==> config.mk <==
export PLATFORM = sky130hd
export DESIGN_NAME = uplink_command_deframer
export DESIGN_NICKNAME = d
export VERILOG_FILES = /design/src/rtl/core/ucd_pkg.sv /design/src/rtl/core/ucd_frame_core.sv /design/src/rtl/core/uplink_command_deframer.sv
export VERILOG_INCLUDE_DIRS = /design/src /design/src/rtl/core
export SDC_FILE = /design/constraint.sdc
export NUM_CORES = 1
export LEC_CHECK = 0
export ABC_CLOCK_PERIOD_IN_PS = 28800
export BUFFER_PORTS_ARGS = -buffer_cell sky130_fd_sc_hd__buf_4
export CORE_MARGIN = 2
export CORE_UTILIZATION = 50
export CTS_CLUSTER_SIZE = 12
export DETAILED_ROUTE_END_ITERATION = 16
export HOLD_SLACK_MARGIN = 0.15
export MAX_ROUTING_LAYER = met4
export PLACE_DENSITY_LB_ADDON = 0.15
export SLEW_MARGIN = 20
export SYNTH_ARGS = -nofsm -noshare
export SYNTH_HDL_FRONTEND = slang
export SYNTH_HIERARCHICAL = 1
export SYNTH_SLANG_ARGS = --single-unit
==> constraint.sdc <==
create_clock -name clock -period 28.8 [get_ports clock]
set_clock_uncertainty 0.1 [all_clocks]
set_input_delay 1.44 -clock clock [delete_from_list [all_inputs] [get_ports clock]]
set_output_delay 1.44 -clock clock [all_outputs]
set_load 0.1 [all_outputs]
==> src/rtl/core/assert_macros.svh <==
// Assertion macros shared by the deframer RTL.
`ifndef ASSERT_MACROS_SVH
`define ASSERT_MACROS_SVH

// Concurrent property check, sampled on the rising clock edge, off during reset.
`define ASSERT_PROP(label, clk, rst, prop) \
   label: assert property (@(posedge clk) disable iff (rst) (prop)) \
      else $error("assertion failed");

// Expression must never be true outside reset.
`define ASSERT_NEVER(label, clk, rst, expr) \
   label: assert property (@(posedge clk) disable iff (rst) !(expr)) \
      else $error("forbidden condition seen");

`endif

==> src/rtl/core/ucd_pkg.sv <==
// Types, constants and the CRC-8 helper for the uplink command deframer.
package ucd_pkg;

   localparam int FRAME_BYTES = 6;
   localparam int FILL_BITS   = 3;
   localparam int CRC_SPAN    = 3;

   localparam logic [7:0] CRC_POLY = 8'h07;
   localparam logic [7:0] CRC_TOP  = 8'h80;
   localparam logic [7:0] CRC_INIT = 8'h00;

   localparam logic [7:0] START_MARKER_RESET = 8'd126;
   localparam logic [7:0] END_MARKER_RESET   = 8'd127;

   localparam int CSR_INDEX_BITS = 1;
   localparam int CSR_DATA_BITS  = 8;

   typedef enum logic [CSR_INDEX_BITS-1:0] {
      REG_START_MARKER = 1'd0,
      REG_END_MARKER   = 1'd1
   } csr_index_type;

   typedef logic [7:0] byte_type;

   typedef struct packed {
      byte_type start_marker;
      byte_type end_marker;
   } marker_type;

   typedef struct packed {
      logic               command_valid;
      byte_type           opcode;
      logic signed [15:0] argument;
      logic               frame_rejected;
      logic [31:0]        good_frames;
      logic [31:0]        bad_frames;
      logic [31:0]        byte_total;
   } result_type;

   // One byte through CRC-8, MSB first, no reflection.
   function automatic byte_type crc8_byte(input byte_type crc, input byte_type data);
      byte_type c;
      c = crc ^ data;
      for (int b = 0; b < 8; b++) begin
         if ((c & CRC_TOP) != 8'h00) begin
            c = (c << 1) ^ CRC_POLY;
         end else begin
            c = c << 1;
         end
      end
      return c;
   endfunction

endpackage

==> src/rtl/core/ucd_frame_core.sv <==
// Frame buffer, CRC check, resync and counters of the uplink command deframer.
`include "assert_macros.svh"

module ucd_frame_core (
   input  logic                clock,
   input  logic                reset,
   input  logic                step,
   input  ucd_pkg::byte_type   rx_byte,
   input  ucd_pkg::marker_type markers,
   output ucd_pkg::result_type result
);

   localparam int FB = ucd_pkg::FRAME_BYTES;

   ucd_pkg::byte_type store_ff [FB];
   ucd_pkg::byte_type store_in [FB];
   ucd_pkg::byte_type cand     [FB];

   logic [ucd_pkg::FILL_BITS-1:0] fill_ff, fill_in;
   logic [ucd_pkg::FILL_BITS-1:0] shift;
   logic [31:0] good_ff, good_in;
   logic [31:0] bad_ff, bad_in;
   logic [31:0] byte_ff, byte_in;
   ucd_pkg::byte_type last_ff, last_in;
   ucd_pkg::byte_type crc;

   logic taking, full, frame_ok, good, bad;

   always_comb begin
      // Buffer as it stands with the new byte dropped in at the fill position.
      for (int j = 0; j < FB; j++) begin
         cand[j] = (fill_ff == ucd_pkg::FILL_BITS'(j)) ? rx_byte : store_ff[j];
      end

      taking = (fill_ff != '0) || (rx_byte == markers.start_marker);
      full   = taking && (fill_ff == ucd_pkg::FILL_BITS'(FB - 1));

      crc = ucd_pkg::CRC_INIT;
      for (int i = 0; i < ucd_pkg::CRC_SPAN; i++) begin
         crc = ucd_pkg::crc8_byte(crc, cand[1 + i]);
      end

      frame_ok = (cand[FB-1] == markers.end_marker) && (crc == cand[4]);
      good     = full && frame_ok;
      bad      = full && !frame_ok;

      // Earliest later start marker wins; zero means none found.
      shift = '0;
      for (int k = FB - 1; k >= 1; k--) begin
         if (cand[k] == markers.start_marker) begin
            shift = ucd_pkg::FILL_BITS'(k);
         end
      end

      store_in = store_ff;
      fill_in  = fill_ff;
      if (taking) begin
         store_in = cand;
         fill_in  = fill_ff + 1'b1;
      end
      if (good) begin
         fill_in = '0;
      end
      if (bad) begin
         fill_in = '0;
         for (int k = 1; k < FB; k++) begin
            if (shift == ucd_pkg::FILL_BITS'(k)) begin
               for (int j = 0; j < FB - k; j++) begin
                  store_in[j] = cand[j + k];
               end
               fill_in = ucd_pkg::FILL_BITS'(FB - k);
            end
         end
      end

      byte_in = byte_ff + 32'd1;
      good_in = good ? good_ff + 32'd1 : good_ff;
      bad_in  = bad ? bad_ff + 32'd1 : bad_ff;
      last_in = good ? cand[1] : last_ff;

      result.command_valid  = good;
      result.opcode         = last_in;
      result.argument       = good ? $signed({cand[2], cand[3]}) : 16'sd0;
      result.frame_rejected = bad;
      result.good_frames    = good_in;
      result.bad_frames     = bad_in;
      result.byte_total     = byte_in;
   end

   always_ff @(posedge clock) begin
      if (step) begin
         store_ff <= store_in;
      end
   end

   always_ff @(posedge clock) begin
      if (reset) begin
         fill_ff <= '0;
         good_ff <= '0;
         bad_ff  <= '0;
         byte_ff <= '0;
         last_ff <= '0;
      end else if (step) begin
         fill_ff <= fill_in;
         good_ff <= good_in;
         bad_ff  <= bad_in;
         byte_ff <= byte_in;
         last_ff <= last_in;
      end
   end

   `ASSERT_NEVER(a_good_and_bad, clock, reset, step && result.command_valid && result.frame_rejected)
   `ASSERT_NEVER(a_fill_range, clock, reset, fill_ff > ucd_pkg::FILL_BITS'(FB - 1))
   `ASSERT_PROP(a_good_empties, clock, reset, step && result.command_valid |=> fill_ff == '0)
   `ASSERT_PROP(a_byte_count, clock, reset, step |=> byte_ff == $past(byte_ff) + 32'd1)

endmodule

==> src/rtl/core/uplink_command_deframer.sv <==
// Top level of the uplink command deframer: handshake, input and result registers, CSRs.
`include "assert_macros.svh"

// Takes one received byte per transfer and gives one result per byte. Throughput is
// one byte per clock while the result side is not stalling: a byte is held in the input
// register, and the frame update (store byte, CRC-8 over opcode and argument, end-marker
// check, resync shift, counters) is combinational logic from it into the result register,
// from which the result is offered. A stalled result holds the pipe; the input register
// still takes one more byte. No clearing pass after reset: the frame store is only read
// at positions already written.
module uplink_command_deframer (
   input  logic                                clock,
   input  logic                                reset,
   input  logic                                req_valid,
   output logic                                req_stall,
   input  logic [7:0]                          req_rx_byte,
   output logic                                rsp_valid,
   input  logic                                rsp_stall,
   output logic                                rsp_command_valid,
   output logic [7:0]                          rsp_opcode,
   output logic signed [15:0]                  rsp_argument,
   output logic                                rsp_frame_rejected,
   output logic [31:0]                         rsp_good_frames,
   output logic [31:0]                         rsp_bad_frames,
   output logic [31:0]                         rsp_byte_total,
   input  logic                                csr_write,
   input  logic [ucd_pkg::CSR_INDEX_BITS-1:0]  csr_index,
   input  logic [ucd_pkg::CSR_DATA_BITS-1:0]   csr_data
);

   ucd_pkg::marker_type markers_ff;
   ucd_pkg::byte_type   in_byte_ff;
   logic                in_valid_ff;
   logic                out_valid_ff;
   ucd_pkg::result_type out_ff;
   ucd_pkg::result_type core_result;
   logic                advance;
   logic                req_take;

   assign advance   = in_valid_ff && (!out_valid_ff || !rsp_stall);
   assign req_stall = in_valid_ff && !advance;
   assign req_take  = req_valid && !req_stall;

   always_ff @(posedge clock) begin
      if (reset) begin
         markers_ff.start_marker <= ucd_pkg::START_MARKER_RESET;
         markers_ff.end_marker   <= ucd_pkg::END_MARKER_RESET;
      end else if (csr_write) begin
         unique case (ucd_pkg::csr_index_type'(csr_index))
            ucd_pkg::REG_START_MARKER: markers_ff.start_marker <= csr_data;
            ucd_pkg::REG_END_MARKER:   markers_ff.end_marker   <= csr_data;
            default: ;
         endcase
      end
   end

   always_ff @(posedge clock) begin
      if (reset) begin
         in_valid_ff  <= 1'b0;
         out_valid_ff <= 1'b0;
      end else begin
         if (req_take) begin
            in_valid_ff <= 1'b1;
         end else if (advance) begin
            in_valid_ff <= 1'b0;
         end
         if (advance) begin
            out_valid_ff <= 1'b1;
         end else if (!rsp_stall) begin
            out_valid_ff <= 1'b0;
         end
      end
   end

   // Payload registers: capture on transfer, hold otherwise.
   always_ff @(posedge clock) begin
      if (req_take) begin
         in_byte_ff <= req_rx_byte;
      end
      if (advance) begin
         out_ff <= core_result;
      end
   end

   ucd_frame_core u_frame_core (
      .clock   (clock),
      .reset   (reset),
      .step    (advance),
      .rx_byte (in_byte_ff),
      .markers (markers_ff),
      .result  (core_result)
   );

   assign rsp_valid          = out_valid_ff;
   assign rsp_command_valid  = out_ff.command_valid;
   assign rsp_opcode         = out_ff.opcode;
   assign rsp_argument       = out_ff.argument;
   assign rsp_frame_rejected = out_ff.frame_rejected;
   assign rsp_good_frames    = out_ff.good_frames;
   assign rsp_bad_frames     = out_ff.bad_frames;
   assign rsp_byte_total     = out_ff.byte_total;

   `ASSERT_NEVER(a_stall_needs_item, clock, reset, req_stall && !in_valid_ff)
   `ASSERT_PROP(a_advance_fills_out, clock, reset, advance |=> out_valid_ff)
   `ASSERT_PROP(a_stall_holds_pipe, clock, reset, out_valid_ff && rsp_stall |-> !advance)

endmodule
# Word-level counts from Yosys, hierarchy flattened
# Index checks and enable logic that the tools add are counted.
# W data, S select, Z words.
# op_classes
add_sub_neg,4
bitwise,27
eq_ne,19
n_reduce_logical,22
n_mux,57
# op_table
cell,count
$mux W3,37
$add A32 B1 Y32 const B,3
$mux W32,3
$mux W40,2
$not A3 Y3,24
$eq A8 B8 Y1,8
$mux W8,8
$mux W48,1
$mux W24,1
$mux W16,1
$xor A8 B8 Y8,2
$eq A3 B2 Y1 const B,4
$eq A3 B3 Y1 const B,4
$reduce_and A2 Y1,4
$logic_and A1 B1 Y1,7
$eq A3 B1 Y1 const B,2
$reduce_bool A3 Y1,2
$logic_not A1 Y1,5
$mux W1,4
$add A3 B1 Y3 const B,1
$logic_not A3 Y1,1
$logic_or A1 B1 Y1,2
$ne A2 B1 Y1 const B,1
$reduce_bool A2 Y1,1
$not A1 Y1,1
# word_totals
word_cells,152
input_bits,22
regBits,303

# Depth between registers and ports, before layout
# Gate-level depths: netlist (run 1).
# depth
depth_word,58
mapped_depth,19

# Hierarchy
# Netlist (run 1), hierarchy kept.
# modules_own_cells
mod,cells_per_inst,instances,seq_area_each_um2,area_per_inst_um2
ucd_frame_core,1321,1,3343.2,11079.4
uplink_command_deframer,206,1,4264.1,4633.2

# Worst setup path after synthesis (run 1)
# No wires, ideal clock.
# synth_path
kind,input to register
start,input port rsp_stall
end,register u_frame_core.good_ff[24]
slack_ps,14296
arrival_ps,14283
n_path_buf,3
stages,8
required_time_ps,28579
cell_sequence,a21boi_0 -> clkbuf_1 -> and3_1 -> clkbuf_1 -> clkbuf_1 -> nand2_1 -> nor3_1 -> mux2_2
# synth_between
elab_chain_cells,3
# synth_rtl
element,line_no,source
"start, declared",uplink_command_deframer.sv:18,"input logic rsp_stall,"
$logic_not A1 Y1,-,
$logic_or A1 B1 Y1,uplink_command_deframer.sv:40,assign advance = in_valid_ff && (!out_valid_ff || !rsp_stall);
$logic_and A1 B1 Y1,uplink_command_deframer.sv:40,
"end signal, assigned",ucd_frame_core.sv:105,good_ff <= good_in;
"end, declared",ucd_frame_core.sv:21,"logic [31:0] good_ff, good_in;"
# No other way between the ends.
# A chain may end at the register's enable or synchronous reset.

==> summary.md, run 1 <==
| Metric | Value |
|---|---|
| Synth Flop Type | edfxtp_1 |
| CP Data Arrival Time | 6210 ps |
| Max cap viols | 0 |
| CTS root buf | clkbuf_16 |
| Area contributors post-synth | edfxtp_1 32%, dfxtp_1 16%, xnor2_1 8.2% |
| Synthesized flop and latch total | 295 |
| Logic pwr share | 15.1% |
| Sequential Area | 0.00761 sq mm |
| Pleak | 6.74 nW |
| Hold Path Stages | 2 |
| Mapped Cells | 1527 |
| Internal power | 0.734 mW |
| Cts bufs inserted | 34 |
| Critical Path Source Type | flip-flop |
| Final Net Count | 1647 |
| Relative slew slack | 30.8% |
| Initial antenna violation count | 0 |
| Synthesized area per cell | 10.3 sq um |
| I/O Buffers | 145 |
| Area of the placeable core | 0.0307 sq mm |
| Final Max Slew Viols | 0 |
| Routability cong. | 0.961 |
| # diodes | 0 |
| GR Overflow Total | 0 |
| All-Layer GR Usage | 25.0% |
| Period utilisation layout | 21.0% |
| Drt pass-1 iters | 5 |
| Post-synth top cells | 170 x edfxtp_1, 154 x nor2_1, 147 x xnor2_1 |
| CTS tree | yes |
| Switching power | 0.287 mW |
| Fraction of layout cells with a size suffix above 1 | 16.9% |
| Post-CTS Repair Setup Buffers | 0 |
| Syn-to-layout area delta | 14.5% |
| Post-Synthesis Cell Area | 0.0157 sq mm |
| Final ANT Viol Nets | 0 |
| PnR worst setup slack | 22750 ps |
| Footprint of the multi-input gates | 0.00755 sq mm |
| # resized after CTS | 0 |
| Setup Total Neg Slack | 0 ps |
| Cts hold-fix bufs | 0 |
| Post-synth top area share | 32.5% |
| Number of flops mapped to enable cells by yosys | 170 |
| Cell taking the most area after synthesis | edfxtp_1 |
| Clock power share | 38.9% |
| PwrDens | 56.8 mW/mm^2 |
| Clk_lat worst skew | 510 ps |
| # H-tree levels | 2 |
| Share of flip-flops with an asynchronous set or reset | 0% |
| Die Wd | 181 um |
| Vias/cell | 5.80 |
| Tightest Pin Transition | 1010 ps |
| Setup crit end kind | flip-flop |
| Clock transition at path regs | 60 ps |
| Min Clock Period, post-route | 6050 ps |
| Register area share after synthesis | 48.4% |
| Critical path class | reg2reg |
| Unrepaired setup endpoints after global routing | false |
| Clock tree buffer depth | 3 |
| HP Class | reg2reg |
| Max FO, Critical Path | 30 |
| Fill cells | 2639 |
| Number of global-route vias before repair | 11300 |
| Setup-failing EPs final | 0 |
| # IOs | 146 |
| Synth warn | 6 |
| Largest net degree at the start of global routing | 132 |
| Die height | 181 um |
| Routed wire length | 40200 um |
| Die ar. | 0.0329 sq mm |
| Max frequency | 165 MHz |
| Count leader, synth | edfxtp_1 |
| CP required | 28960 ps |
| Wire per inst | 19.7 um |
| DP Worst Slack | 22880 ps |
| Reg power frac | 46.0% |
| Clk sinks | 295 |
| Status | completed |
| DRC violations left | 0 |
| Worst R2R Path Depth | 12 |
| Dpl hpwl | 27500 um |
| Syn Nets | 1557 |
| Sw frac | 28.1% |
| Iter 0 DRT Violations | 941 |
| Via count | 11800 |
| VDD IR max | 0.0425 mV |
| Initial Utilization | 51.1% |
| Netlist cell types | 69 |
| # rows | 64 |
| First-pass GRT wire length | 63300 um |
| Final hold vios | 0 |
[per-layer routing]
| metal | GRT usage, % | vias up | routed length (um) |
|---|---|---|---|
| met5 | - | - | 0 |
| met4 | 7.19 | 0 | 989 |
| met3 | 4.88 | 79 | 3140 |
| met2 | 39.0 | 469 | 18400 |
| met1 | 33.4 | 5673 | 17600 |
| li1 | - | 5603 | - |
[through the flow]
step / hold WS, ps / cells / instance area, sq um / power [mW] / util (%)
3_3_place_gp: 376 / 1977 / 17000 / 0.632 / 55.2
5_1_grt: 425 / 2039 / 18000 / 1.06 / 58.5
2_1_floorplan: 341 / 1527 / 15700 / 0.604 / -
6_report: 392 / 2039 / 18000 / 1.02 / 58.5
3_5_place_dp: 388 / 1977 / 17000 / 0.633 / 55.2
4_1_cts: 396 / 2039 / 18000 / 1.03 / 58.5
[kinds of logic (layout without fill, tap and decap cells)]
group	count (synthesis)	after routing	synth area share, %
AND/OR/NAND/NOR	518	518	16.4
adder cells (fa/ha/maj)	8	8	0.637
AO/OA/AOI/OAI	214	214	8.44
XOR/XNOR	253	253	15.0
flip-flops	295	295	48.4
buffers and inverters	131	247	3.77
multiplexers	108	108	7.42
[power groups by stage]
stage	registers, mW	clock network (mW)	logic [mW]
after floorplan	0.535	0	0.0694
after global placement	0.478	0	0.154
after detailed placement	0.479	0	0.155
after CTS	0.470	0.405	0.155
after global routing	0.471	0.421	0.164
final	0.470	0.397	0.155
[cell type report]
class	count	area share, %
Tap cell	396	2.75
Inverter	24	0.501
Clock inverter	15	0.529
Clock buffer	47	5.17
Sequential cell	295	42.3
Timing Repair Buffer	161	6.79
Multi-Input combinational cell	1101	42.0
[flip-flops by register name, indices dropped and copies added (netlist names)]
signal and flops:
in_byte_ff 8, in_valid_ff 1, markers_ff 16, rsp_argument 16, rsp_bad_frames 32, rsp_byte_total 32
rsp_command_valid 1, rsp_frame_rejected 1, rsp_good_frames 32, rsp_opcode 8, rsp_valid 1, u_frame_core/bad_ff 32
u_frame_core/byte_ff 32, u_frame_core/fill_ff 3, u_frame_core/good_ff 32, u_frame_core/last_ff 8, u_frame_core/store_ff 40
[critical path: stages, from the launching register on]
cell	delay [ps]
dfxtp_1	370
inv_1	180
ha_1	680
mux2i_1	820
xor2_1	170
xnor2_1	270
xnor3_1	460
nor3_1	230
o2111ai_2	510
nor2_1	450
nand2_1	480
inv_2	640
mux2_2	410
[cell usage in the layout (no fill, tap or decap), drive strengths merged, types with 4 or more instances in the layout]
master / count
edfxtp: 170
buf: 161
nor2: 155
xnor2: 148
dfxtp: 125
nand2: 105
xor2: 96
mux2i: 72
a21oi: 66
nand3: 63
o21ai: 51
clkbuf: 47
and3: 36
mux2: 36
nor3: 32
inv: 24
nor4: 24
nand4: 23
nor2b: 21
or3: 21
a211oi: 19
o211ai: 17
clkinv: 15
or4: 12
a22oi: 10
o31ai: 10
o22ai: 10
ha: 8
xnor3: 7
nand2b: 7
or2: 6
a31oi: 5
and2: 5
o21a: 4
nand3b: 4
[worst paths after layout]
kind / end / slack, ps / start
hold reg to reg: u_frame_core/bad_ff[31]$_SDFFE_PP0P_ / 390 / u_frame_core/bad_ff[31]$_SDFFE_PP0P_
hold / removal: u_frame_core/bad_ff[31]$_SDFFE_PP0P_ / 390 / u_frame_core/bad_ff[31]$_SDFFE_PP0P_
setup / recovery: rsp_opcode[6]$_DFFE_PP_ / 22750 / u_frame_core/fill_ff[2]$_SDFFE_PP0P_
setup reg to reg: rsp_opcode[6]$_DFFE_PP_ / 22750 / u_frame_core/fill_ff[2]$_SDFFE_PP0P_
Note: power is estimated with default switching activity, not from simulation.
==> inputs of run 2 (changes only) <==
Settings changed: ABC_CLOCK_PERIOD_IN_PS 28800 to 6050.
Clock period 28.8 ns to 6.05 ns, I/O delays scaled along.
==> run 2 against run 1 <==
Net effect:
- utilization rose by 1.3 points
- combinational power rose to 4.9 times the previous value
- highest routed layer unchanged
- cell count rose by 1.9%
- final area rose by 2.2%
- count of clock-buffer cells in the layout rose by 4
- first-iteration DRC count rose by 9.7%
- via count rose by 0.46%
- critical path depth did not move
- largest cell class unchanged
- largest power group unchanged
- worst setup slack got worse by 22000 ps
- die area did not move
==> summary.md, run 2 (synthesis results as in run 1) <==
| Metric | Value |
|---|---|
| Status | completed |
| Pleak | 6.92 nW (+2.6%) |
| All-Layer GR Usage | 25.1% (about the same) |
| Drt pass-1 iters | 5 (unchanged) |
| Max FO, Critical Path | 20 (-33%) |
| Most common cell after layout, fill and taps aside | buf_4 |
| Final hold vios | 0 (unchanged) |
| CP Data Arrival Time | 5650 ps (-560 ps) |
| Clk_lat worst skew | 540 ps (+30 ps) |
| Clock transition at path regs | 70 ps (about the same) |
| PnR worst setup slack | 657 ps (-22100 ps) |
| Fin util | 59.8% (+1.3 points) |
| Setup-failing EPs final | 0 (unchanged) |
| Critical path class | reg2reg |
| Final ANT Viol Nets | 0 (unchanged) |
| Crit-path cells | inv_1 -> ha_1 -> nand2b_1 -> mux2i_1 -> xnor2_1 -> xnor3_1 -> xor3_1 -> and3_1 -> o22ai_2 -> or2_1 -> nand3_1 -> a22oi_1 |
| Number of global-route vias before repair | 11400 (+0.86%) |
| CP required | 6300 ps (-22660 ps) |
| Worst R2R Path Depth | 12 (unchanged) |
| Largest net degree at the start of global routing | 116 (-12%) |
| Slowest Stage Delay on Critical Path | 730 ps (-90 ps) |
| Relative slew slack | 35.3% (+4.4 points) |
| Worst path buffer plus inverter count | 1 (-1) |
| First-pass GRT wire length | 63600 um (+0.41%) |
| Setup Total Neg Slack | 0 ps (unchanged) |
| Clk sinks | 295 (unchanged) |
| Vias/cell | 5.72 (-1.4%) |
| Period utilisation layout | 89.1% (+68 points) |
| Initial Utilization | 51.1% (unchanged) |
| Fin cells | 2078 (+1.9%) |
| DRC violations left | 0 (unchanged) |
| Final Max Slew Viols | 0 (unchanged) |
| I/O Buffers | 145 (unchanged) |
| Max FFs per register | 40 (unchanged) |
| Area of the placeable core | 0.0307 sq mm (unchanged) |
| Reg-to-reg endpoint | u_frame_core/store_ff[16]$_DFFE_PP_ |
| Tightest Pin Transition | 971 ps (-37.4 ps) |
| Routed wire length | 40000 um (-0.34%) |
| Critical path's slowest cell | o22ai_2 |
| CTS root buf | clkbuf_16 |
| Wire per inst | 19.3 um (-2.2%) |
| Tot Pwr | 4.97 mW (+390%) |
| Die height | 181 um (unchanged) |
| Max frequency | 185 MHz (+12%) |
| DP Worst Slack | 736 ps (-22140 ps) |
| Fraction of layout cells with a size suffix above 1 | 17.2% (+0.32 points) |
| HP Class | in2reg |
| Setup crit end kind | flip-flop |
| Final Net Count | 1686 (+2.4%) |
| Critical Path Source Type | flip-flop |
| Clock tree buffer depth | 3 (unchanged) |
| R2r setup slk | 660 ps (-22100 ps) |
| Hold path endpoint | rsp_valid$_SDFFE_PP0P_ |
| Iter 0 DRT Violations | 1032 (+9.7%) |
| Die ar. | 0.0329 sq mm (unchanged) |
| Hold Path Stages | 2 (unchanged) |
| # H-tree levels | 2 (unchanged) |
| Worst R2R Start | u_frame_core/fill_ff[0]$_SDFFE_PP0P_ |
| Min Clock Period, post-route | 5390 ps (-654 ps) |
| GR Overflow Total | 0 (unchanged) |
| VDD IR max | 0.177 mV (+320%) |
| # rows | 64 (unchanged) |
| CTS tree | yes |
| # diodes | 0 (unchanged) |
| # IOs | 146 (unchanged) |
| Max cap viols | 0 (unchanged) |
| # resized after CTS | 0 (unchanged) |
| Post-placement cell count | 1990 (+0.66%) |
| Die Wd | 181 um (unchanged) |
| Most frequent cells in the layout | 172 x buf_4, 170 x edfxtp_1, 154 x nor2_1 |
| Syn-to-layout area delta | 17.1% |
| Initial antenna violation count | 0 (unchanged) |
| Unrepaired setup endpoints after global routing | false |
| Routability cong. | 0.959 (-0.26%) |
| Top reg by flops | u_frame_core/store_ff |
| PwrDens | 270 mW/mm^2 (+380%) |
| Cts bufs inserted | 34 (unchanged) |
| Dpl hpwl | 26700 um (-2.6%) |
| CP top delay family | simple AND/OR/NAND/NOR gates |
| Hold path start | reset |
| Via count | 11900 (+0.46%) |
run 2: changes by cell type in the layout (fill, tap and decap cells not counted), moves of 2 or more:
cell           change
dlygate4sd3_1     +26
buf_4             +12
clkbuf_1           +4
clkinv_1           -3
clkinv_2           -3
inv_16             +2
run 2: power breakdown:
group | switching (mW) | total [mW] | leakage [nW] | internal [mW]
clock | 0.841 | 1.97 | 0.515 | 1.13
combinational | 0.523 | 0.766 | 3.84 | 0.244
sequential | 0.0506 | 2.23 | 2.56 | 2.18
run 2: repair_timing:
| item | in CTS | in global routing |
|---|---|---|
| endpoints found under the hold margin | 26 | 0 |
| setup endpoints to repair | 0 | 0 |
| buffers inserted | 0 | 0 |
| hold buffers | 26 | 0 |
run 2: routing by layer:
layer | track usage [%] | up-vias | routed length, um
met5 | - | - | 0
met4 | 7.19 | 0 | 977
met3 | 4.27 | 80 | 2790
met2 | 39.1 | 434 | 18400
met1 | 33.7 | 5695 | 17800
li1 | - | 5669 | -
run 2: final cells by class:
| cell class | count | area (sq um) |
|---|---|---|
| flip-flops and latches | 295 | 7610 |
| fillers | 2614 | 12400 |
| clock inverters | 11 | 123 |
| inverters | 24 | 90.1 |
| clock buffers | 51 | 935 |
| repair buffers | 200 | 1590 |
| multi-input cells | 1101 | 7550 |
| well taps | 396 | 495 |
run 2: worst max path at each step:
| stage | cells past startpoint | slack [ps] | end | startpoint |
|---|---|---|---|---|
| finish | 12 | 660 | u_frame_core/store_ff[16]$_DFFE_PP_ | u_frame_core/fill_ff[0]$_SDFFE_PP0P_ |
| global route | 12 | 350 | u_frame_core/store_ff[18]$_DFFE_PP_ | u_frame_core/fill_ff[0]$_SDFFE_PP0P_ |
| CTS | 12 | 720 | u_frame_core/store_ff[16]$_DFFE_PP_ | u_frame_core/fill_ff[0]$_SDFFE_PP0P_ |
| detailed placement | 12 | 740 | u_frame_core/store_ff[16]$_DFFE_PP_ | u_frame_core/fill_ff[0]$_SDFFE_PP0P_ |
| global placement | 13 | 990 | rsp_good_frames[24]$_DFFE_PP_ | u_frame_core/fill_ff[0]$_SDFFE_PP0P_ |
| floorplan | 8 | 860 | u_frame_core/good_ff[24]$_SDFFE_PP0P_ | rsp_valid$_SDFFE_PP0P_ |
run 2: metrics by stage:
step	cell area, sq um	hold slack [ps]
4_1_cts	18400	226
2_1_floorplan	15700	301
6_report	18400	243
3_3_place_gp	17100	372
3_5_place_dp	17100	382
5_1_grt	18400	278
